<file path="src/rtl/core/area_average_line_downscaler_macros.svh">
// assertion helpers for the line downscaler
`ifndef AREA_AVERAGE_LINE_DOWNSCALER_MACROS_SVH
`define AREA_AVERAGE_LINE_DOWNSCALER_MACROS_SVH

// same-cycle implication, checked out of reset
`define ALD_ASSERT_NOW(label, ante, cons) \
  label: assert property (@(posedge clk) disable iff (!rst_n) (ante) |-> (cons)) \
    else $error("ald check failed");

// next-cycle implication, checked out of reset
`define ALD_ASSERT_NEXT(label, ante, cons) \
  label: assert property (@(posedge clk) disable iff (!rst_n) (ante) |=> (cons)) \
    else $error("ald check failed");

`endif

</file>
<file path="src/rtl/core/ald_pkg.sv">
`timescale 1ns / 1ps
package ald_pkg;

  localparam int SAMPLE_W = 16;
  localparam int PIXEL_W  = 16;
  localparam int CFG_W    = 15;
  localparam int SUM_W    = 31;
  localparam int TOTAL_W  = 32;

  typedef enum logic [0:0] {
    REG_WEIGHT_PER_SAMPLE = 1'b0,
    REG_WEIGHT_PER_OUTPUT = 1'b1
  } cfg_reg_t;

  typedef struct packed {
    logic               valid;
    logic [TOTAL_W-1:0] total;
  } ald_push_t;

endpackage

</file>
<file path="src/rtl/core/ald_front.sv">
`timescale 1ns / 1ps
module ald_front import ald_pkg::*; #(
  parameter int SAMPLE_BITS = 16,
  parameter int RATIO_BITS  = 15
) (
  input  logic                  clk,
  input  logic                  rst_n,
  input  logic                  cfg_we,
  input  logic [0:0]            cfg_index,
  input  logic [CFG_W-1:0]      cfg_wdata,
  input  logic                  push,
  output logic                  full,
  input  logic [SAMPLE_W-1:0]   in_sample_in,
  input  logic                  in_line_start,
  output ald_push_t             q_push,
  input  logic                  q_full,
  output logic [RATIO_BITS-1:0] den
);

  localparam int PROD_W = SAMPLE_BITS + RATIO_BITS;

  typedef enum logic [1:0] {F_IDLE, F_MUL, F_ADD, F_REST} state_t;

  state_t                 state_r;
  logic [RATIO_BITS-1:0]  wps_r;
  logic [RATIO_BITS-1:0]  wpo_r;
  logic [SUM_W-1:0]       ws_r;
  logic [RATIO_BITS-1:0]  wn_r;
  logic [SAMPLE_BITS-1:0] s_r;
  logic [RATIO_BITS-1:0]  op_r;
  logic [RATIO_BITS-1:0]  rest_r;
  logic                   emit_r;
  logic [PROD_W-1:0]      prod_r;

  logic [RATIO_BITS-1:0]  num_raw;
  logic [RATIO_BITS-1:0]  num;
  logic [RATIO_BITS-1:0]  need_base;
  logic [RATIO_BITS-1:0]  need;
  logic                   emit;
  logic [RATIO_BITS-1:0]  rest;
  logic [TOTAL_W-1:0]     sum;

  always_comb begin
    den       = (wpo_r == '0) ? RATIO_BITS'(1) : wpo_r;
    num_raw   = (wps_r == '0) ? RATIO_BITS'(1) : wps_r;
    num       = (num_raw > den) ? den : num_raw;
    need_base = in_line_start ? den : wn_r;
    need      = (need_base == '0 || need_base > den) ? den : need_base;
    emit      = !(num < need);
    rest      = num - need;
    sum       = {1'b0, ws_r} + TOTAL_W'(prod_r);
  end

  assign full         = (state_r != F_IDLE);
  assign q_push.valid = (state_r == F_ADD) && emit_r && !q_full;
  assign q_push.total = sum;

  always_ff @(posedge clk) begin
    if (!rst_n) begin
      wps_r <= RATIO_BITS'(1);
      wpo_r <= RATIO_BITS'(1);
    end else if (cfg_we) begin
      unique case (cfg_index)
        REG_WEIGHT_PER_SAMPLE: wps_r <= cfg_wdata[RATIO_BITS-1:0];
        REG_WEIGHT_PER_OUTPUT: wpo_r <= cfg_wdata[RATIO_BITS-1:0];
        default: ;
      endcase
    end
  end

  always_ff @(posedge clk) begin
    if (!rst_n) begin
      state_r <= F_IDLE;
      ws_r    <= '0;
      wn_r    <= RATIO_BITS'(1);
    end else begin
      unique case (state_r)
        F_IDLE: begin
          if (push) begin
            if (in_line_start) ws_r <= '0;
            wn_r    <= emit ? (den - rest) : (need - num);
            state_r <= F_MUL;
          end
        end
        F_MUL: state_r <= F_ADD;
        F_ADD: begin
          if (!emit_r) begin
            ws_r    <= sum[TOTAL_W-1] ? {SUM_W{1'b1}} : sum[SUM_W-1:0];
            state_r <= F_IDLE;
          end else if (!q_full) begin
            state_r <= F_REST;
          end
        end
        F_REST: begin
          ws_r    <= SUM_W'(s_r) * SUM_W'(rest_r);
          state_r <= F_IDLE;
        end
        default: state_r <= F_IDLE;
      endcase
    end
  end

  // operand capture and product, no reset needed
  always_ff @(posedge clk) begin
    if (state_r == F_IDLE && push) begin
      s_r    <= in_sample_in[SAMPLE_BITS-1:0];
      op_r   <= emit ? need : num;
      rest_r <= rest;
      emit_r <= emit;
    end
    if (state_r == F_MUL) prod_r <= PROD_W'(s_r) * PROD_W'(op_r);
  end

endmodule

</file>
<file path="src/rtl/core/ald_fifo.sv">
`timescale 1ns / 1ps
module ald_fifo import ald_pkg::*; (
  input  logic               clk,
  input  logic               rst_n,
  input  ald_push_t          wr,
  output logic               full,
  input  logic               rd_pop,
  output logic               empty,
  output logic [TOTAL_W-1:0] rd_data
);

  localparam int DEPTH = 2;
  localparam int PTR_W = $clog2(DEPTH);

  logic [TOTAL_W-1:0] mem_r [DEPTH];
  logic [PTR_W-1:0]   wp_r;
  logic [PTR_W-1:0]   rp_r;
  logic [PTR_W:0]     cnt_r;
  logic               do_wr;
  logic               do_rd;

  assign full    = (cnt_r == (PTR_W+1)'(DEPTH));
  assign empty   = (cnt_r == '0);
  assign do_wr   = wr.valid && !full;
  assign do_rd   = rd_pop && !empty;
  assign rd_data = mem_r[rp_r];

  always_ff @(posedge clk) begin
    if (do_wr) mem_r[wp_r] <= wr.total;
  end

  always_ff @(posedge clk) begin
    if (!rst_n) begin
      wp_r  <= '0;
      rp_r  <= '0;
      cnt_r <= '0;
    end else begin
      if (do_wr) wp_r <= wp_r + 1'b1;
      if (do_rd) rp_r <= rp_r + 1'b1;
      case ({do_wr, do_rd})
        2'b10:   cnt_r <= cnt_r + 1'b1;
        2'b01:   cnt_r <= cnt_r - 1'b1;
        default: cnt_r <= cnt_r;
      endcase
    end
  end

endmodule

</file>
<file path="src/rtl/core/ald_divider.sv">
`timescale 1ns / 1ps
module ald_divider import ald_pkg::*; #(
  parameter int SAMPLE_BITS = 16,
  parameter int RATIO_BITS  = 15
) (
  input  logic                  clk,
  input  logic                  rst_n,
  input  logic [RATIO_BITS-1:0] den,
  input  logic                  q_empty,
  input  logic [TOTAL_W-1:0]    q_data,
  output logic                  q_pop,
  output logic                  empty,
  input  logic                  pop,
  output logic [PIXEL_W-1:0]    out_pixel_out
);

  localparam int CNT_W = $clog2(TOTAL_W);

  typedef enum logic [1:0] {D_IDLE, D_RUN, D_HOLD} state_t;

  state_t                 state_r;
  logic [CNT_W-1:0]       cnt_r;
  logic [TOTAL_W-1:0]     quo_r;
  logic [RATIO_BITS-1:0]  rem_r;
  logic                   valid_r;
  logic [SAMPLE_BITS-1:0] pix_r;

  logic [RATIO_BITS:0]    rem_sh;
  logic                   ge;
  logic                   load_out;
  logic [SAMPLE_BITS-1:0] sat_q;

  always_comb begin
    rem_sh   = {rem_r, quo_r[TOTAL_W-1]};
    ge       = (rem_sh >= {1'b0, den});
    load_out = (state_r == D_HOLD) && (!valid_r || pop);
    sat_q    = (|quo_r[TOTAL_W-1:SAMPLE_BITS]) ? {SAMPLE_BITS{1'b1}}
                                                : quo_r[SAMPLE_BITS-1:0];
  end

  assign q_pop         = (state_r == D_IDLE) && !q_empty;
  assign empty         = !valid_r;
  assign out_pixel_out = PIXEL_W'(pix_r);

  // restoring division, one quotient bit a cycle
  always_ff @(posedge clk) begin
    if (!rst_n) begin
      state_r <= D_IDLE;
      valid_r <= 1'b0;
      cnt_r   <= '0;
    end else begin
      unique case (state_r)
        D_IDLE: begin
          if (!q_empty) begin
            cnt_r   <= CNT_W'(TOTAL_W - 1);
            state_r <= D_RUN;
          end
        end
        D_RUN: begin
          cnt_r <= cnt_r - 1'b1;
          if (cnt_r == '0) state_r <= D_HOLD;
        end
        D_HOLD: begin
          if (load_out) state_r <= D_IDLE;
        end
        default: state_r <= D_IDLE;
      endcase
      if (load_out)  valid_r <= 1'b1;
      else if (pop)  valid_r <= 1'b0;
    end
  end

  always_ff @(posedge clk) begin
    if (state_r == D_IDLE) begin
      quo_r <= q_data;
      rem_r <= '0;
    end else if (state_r == D_RUN) begin
      quo_r <= {quo_r[TOTAL_W-2:0], ge};
      rem_r <= ge ? RATIO_BITS'(rem_sh - {1'b0, den}) : rem_sh[RATIO_BITS-1:0];
    end
    if (load_out) pix_r <= sat_q;
  end

endmodule

</file>
<file path="src/rtl/core/area_average_line_downscaler.sv">
`timescale 1ns / 1ps
// Area-average line downscaler. Each accepted sample adds sample * weight_per_sample
// to a running sum; when an output's weight of weight_per_output is complete, the
// sum is queued and divided by weight_per_output (floor, saturated to the sample
// range). The front multiplies and adds each sample, and for one that closes an
// output waits while the queue is full, then keeps the rest; full is high while it
// works. A restoring divider yields one quotient bit per clock over the 32-bit sum;
// a two-word queue between front and back lets the front run ahead by two outputs.
// The user must write configuration only while idle; the block does not enforce it.
module area_average_line_downscaler import ald_pkg::*; #(
  parameter int SAMPLE_BITS = 16,
  parameter int RATIO_BITS  = 15
) (
  input  logic                clk,
  input  logic                rst_n,
  input  logic                cfg_we,
  input  logic [0:0]          cfg_index,
  input  logic [CFG_W-1:0]    cfg_wdata,
  input  logic                push,
  output logic                full,
  input  logic [SAMPLE_W-1:0] in_sample_in,
  input  logic                in_line_start,
  output logic                empty,
  input  logic                pop,
  output logic [PIXEL_W-1:0]  out_pixel_out
);

  `include "area_average_line_downscaler_macros.svh"

  ald_push_t             q_push;
  logic                  q_full;
  logic                  q_empty;
  logic                  q_pop;
  logic [TOTAL_W-1:0]    q_data;
  logic [RATIO_BITS-1:0] den;

  ald_front #(
    .SAMPLE_BITS(SAMPLE_BITS),
    .RATIO_BITS (RATIO_BITS)
  ) u_front (
    .clk          (clk),
    .rst_n        (rst_n),
    .cfg_we       (cfg_we),
    .cfg_index    (cfg_index),
    .cfg_wdata    (cfg_wdata),
    .push         (push),
    .full         (full),
    .in_sample_in (in_sample_in),
    .in_line_start(in_line_start),
    .q_push       (q_push),
    .q_full       (q_full),
    .den          (den)
  );

  ald_fifo u_fifo (
    .clk    (clk),
    .rst_n  (rst_n),
    .wr     (q_push),
    .full   (q_full),
    .rd_pop (q_pop),
    .empty  (q_empty),
    .rd_data(q_data)
  );

  ald_divider #(
    .SAMPLE_BITS(SAMPLE_BITS),
    .RATIO_BITS (RATIO_BITS)
  ) u_div (
    .clk          (clk),
    .rst_n        (rst_n),
    .den          (den),
    .q_empty      (q_empty),
    .q_data       (q_data),
    .q_pop        (q_pop),
    .empty        (empty),
    .pop          (pop),
    .out_pixel_out(out_pixel_out)
  );

  `ALD_ASSERT_NOW(a_no_push_when_full, q_push.valid, !q_full)
  `ALD_ASSERT_NEXT(a_busy_after_accept, push && !full, full)
  `ALD_ASSERT_NOW(a_den_nonzero, 1'b1, den != '0)
  `ALD_ASSERT_NOW(a_pop_only_queued, q_pop, !q_empty)

endmodule

</file>
<file path="config.mk">
export PLATFORM = sky130hd
export DESIGN_NAME = area_average_line_downscaler
export DESIGN_NICKNAME = d
export VERILOG_FILES = /design/src/rtl/core/ald_pkg.sv /design/src/rtl/core/ald_front.sv /design/src/rtl/core/ald_fifo.sv /design/src/rtl/core/ald_divider.sv /design/src/rtl/core/area_average_line_downscaler.sv
export VERILOG_INCLUDE_DIRS = /design/src /design/src/rtl/core
export SDC_FILE = /design/constraint.sdc
export NUM_CORES = 2
export LEC_CHECK = 0
export BUFFER_PORTS_ARGS = -buffer_cell sky130_fd_sc_hd__buf_2
export CAP_MARGIN = 25
export CORE_MARGIN = 2
export CORE_UTILIZATION = 30
export CTS_CLUSTER_DIAMETER = 120
export CTS_CLUSTER_SIZE = 28
export DETAILED_ROUTE_END_ITERATION = 6
export GPL_TIMING_DRIVEN = 1
export REMOVE_ABC_BUFFERS = 1
export SKIP_LAST_GASP = 1
export SLEW_MARGIN = 20
export SYNTH_ARGS = -nofsm -noshare
export SYNTH_HDL_FRONTEND = slang
export SYNTH_HIERARCHICAL = 1
export SYNTH_SLANG_ARGS = --single-unit
</file>
<file path="constraint.sdc">
create_clock -name clk -period 26.9 [get_ports clk]
set_input_delay 5.38 -clock clk [delete_from_list [all_inputs] [get_ports clk]]
set_output_delay 5.38 -clock clk [all_outputs]
set_load 0.02 [all_outputs]
</file>
==> results.md <==
- Status: completed
- Drt first-iter violations: roughly 1500
- Crit path max fanout: 24
- CTS Hold Bufs: 0
- Clk Latency, worst-skew pair: approximately 0.54 ns
- Inserted Diodes: 0
- Layout cell share with drive strength beyond 1: under 10%
- Ys async rst share: 0%
- Total GRT Usage: approximately 15%
- Syn Std Cell Area: around 0.032 sq mm
- Synth Instances: 3345
- Die height: 329.0 um
- Vias in the first global route: about 24000
- Synth top area cells: fa_1 23%, edfxtp_1 18%, ha_1 12%, dfxtp_1 6.7%, nand2_1 5.6%
- DRT antenna net count: 0
- Avg Inst Size Synth: ~9.5 sq um
- Crit path top cell by count: o21ai_0
- Skew final: between 0.04 and 0.05 ns
- Main synth FF type: edfxtp_1
- Synth top cells by count: 475 x nand2_1, 469 x inv_1, 365 x fa_1, 303 x ha_1, 202 x and2_1
- Max-slew violation count: 0
- Vias per std cell: ~5
- Synth Register Bits: ~300
- Setup TNS: 0 ns
- Core footprint: between 0.1 and 0.15 sq mm
- Num rows: between 100 and 150
- CTS sink cnt: slightly below 300
- Worst hold-check path type: reg2reg
- Tcrit/Tclk final: between 40% and 50%
- CTS max path bufs: 3
- CTS clock-pin slew for the worst setup and hold paths: between 0.1 and 0.15 ns
- Max cap viols: 0
- Most frequent cell after synthesis: nand2_1
- CP arrival: 13.44 ns
- CTS resizes: 0
- CTS buffer count: 15
- CP Class: in2reg
- # IOs: 56
- Detailed-route via count: 22880
- Drt first pass iters: 5
- Remaining routing DRC violations: 0
- Netlist cell types: 90
- Die Area: roughly 0.11 sq mm
- Synth top area share: 23.06%
- F_max: between 70 and 80 MHz
- Slew headroom: around 31%
- Post-CTS Setup Bufs: 0
- Yosys top cell by area: fa_1
- Final hold violation count: 0
- Crit path capture type: flip-flop
- Least-Margin Pin Slew: a little over 1 ns
- CP top delay family: simple AND/OR/NAND/NOR gates
- Area Growth Syn to Fin: 6.685%
- Crit-path max cell delay: ~0.74 ns
- Critical path required time: roughly 27 ns
- Total congestion overflow: 0
- Startpoint Class: input port
- H-tree levels: 1
- Die X: roughly 330 um
- Avg WL per Cell: ~17 um
- Post-synthesis sequential area ratio: 24.70%
- Final setup violation count: 0
- Antenna violations before repair: 2
- Pin count of the biggest net entering global routing: 38
- RSZ-0062 raised after global routing: no
- DP HPWL: 59.81 mm
- First-pass GRT wire length: 129.2 mm
- Starting Density: between 30% and 40%
- Worst path bufs/invs: 4
- Clock Tree Root: clkbuf_16
- # nets final: approximately 4000
- CTS tree: done
- Crit path time final: approximately 13 ns
- Yosys warnings: 6
- Total wire length: approximately 78 mm
- EDFF count, synth: 190
- Port Buf Inserts: 55
- RePlAce Congestion: a little under 0.9
- Crit-path slowest cell: nor3_4
-- cell families (layout without fill, tap and decap cells) --
group	count (synthesis)	in the layout	synth area share (%)
flops	296	296	24.70
xor+xnor	111	111	3.068
buf+inv	644	591	7.716
mux	124	124	4.253
simple gates	1027	1027	15.50
fa+ha+maj	671	671	35.13
compound gates	472	472	9.627
-- sequential cells by signal (all words and copies together), names as in the netlist, named ones only --
name / count
u_div/cnt_r: 5
u_div/out_pixel_out: 16
u_div/quo_r: 32
u_div/rem_r: 15
u_div/state_r: 2
u_div/valid_r: 1
u_fifo/cnt_r: 2
u_fifo/mem_r: 64
u_fifo/rp_r: 1
u_fifo/wp_r: 1
u_front/emit_r: 1
u_front/op_r: 15
u_front/prod_r: 31
u_front/rest_r: 15
u_front/s_r: 16
u_front/state_r: 2
u_front/wn_r: 15
u_front/wpo_r: 15
u_front/wps_r: 15
u_front/ws_r: 31
-- per-layer routing --
layer / vias up / global-route usage (%) / share of wire (%)
li1: 10820 / - / -
met1: 11420 / 20.84 / 47
met3: 84 / 1.505 / 5.1
met5: - / 0 / 0
met4: 0 / 2.958 / 2.0
met2: 557 / 24.85 / 46
-- final timing paths --
check	start	to	slack (ns)	cells past startpoint
setup / recovery	in_line_start	u_front/wn_r[14]$_SDFFE_PN0P_	13.91	31
hold / removal	u_front/ws_r[24]$_SDFFE_PN0P_	u_front/ws_r[24]$_SDFFE_PN0P_	0.46	2
setup reg to reg	u_front/wpo_r[1]$_SDFFE_PN0P_	u_front/wn_r[14]$_SDFFE_PN0P_	18.41	32
hold reg to reg	u_front/ws_r[24]$_SDFFE_PN0P_	u_front/ws_r[24]$_SDFFE_PN0P_	0.46	2
-- worst min-delay path, delay by kind of cell, from the launching register on --
family	cells	cell delay (ns)
DFF	1	0.33
and+or+nand+nor	2	0.09
-- area by class of cell --
type	count	area [sq um]
clock buffers	21	397.9
clock inverters	5	58.81
fillers	10860	71170
inverters	474	1779
multi-input cells	2405	21430
flip-flops and latches	296	7828
well taps	1391	1740
repair buffers	91	565.5
-- cells in the final DEF (no fill, tap or decap), types with 24 or more instances in the layout --
cell / synthesis / layout
nand2_1: 475 / 475
inv_1: 469 / 468
fa_1: 365 / 365
ha_1: 303 / 303
and2_1: 202 / 202
edfxtp_1: 190 / 190
a21oi_1: 140 / 140
o21ai_0: 111 / 111
nor2_1: 110 / 108
dfxtp_1: 106 / 106
xnor2_1: 87 / 87
mux2_2: 59 / 59
buf_2: 9 / 55
nor3_1: 44 / 44
nand3_1: 43 / 43
mux2i_1: 42 / 42
buf_4: 0 / 35
a21o_1: 31 / 31
or2_2: 27 / 27
xor2_1: 24 / 24
-- per-stage QoR --
step	setup slack, ns	util (%)	area [sq um]	hold WS (ns)	cells
4_1_cts	14.06	32.17	33770	0.4585	4682
2_1_floorplan	15.05	-	31020	0.4268	3175
3_3_place_gp	13.61	31.74	33320	0.4339	4656
3_5_place_dp	13.50	31.74	33320	0.4388	4656
6_report	13.91	32.20	33800	0.4567	4683
5_1_grt	13.28	32.20	33800	0.4801	4683
Power is left out: the tool's default activity adds up to more than one toggle a clock period on the data nets, which glitch-free logic cannot reach.
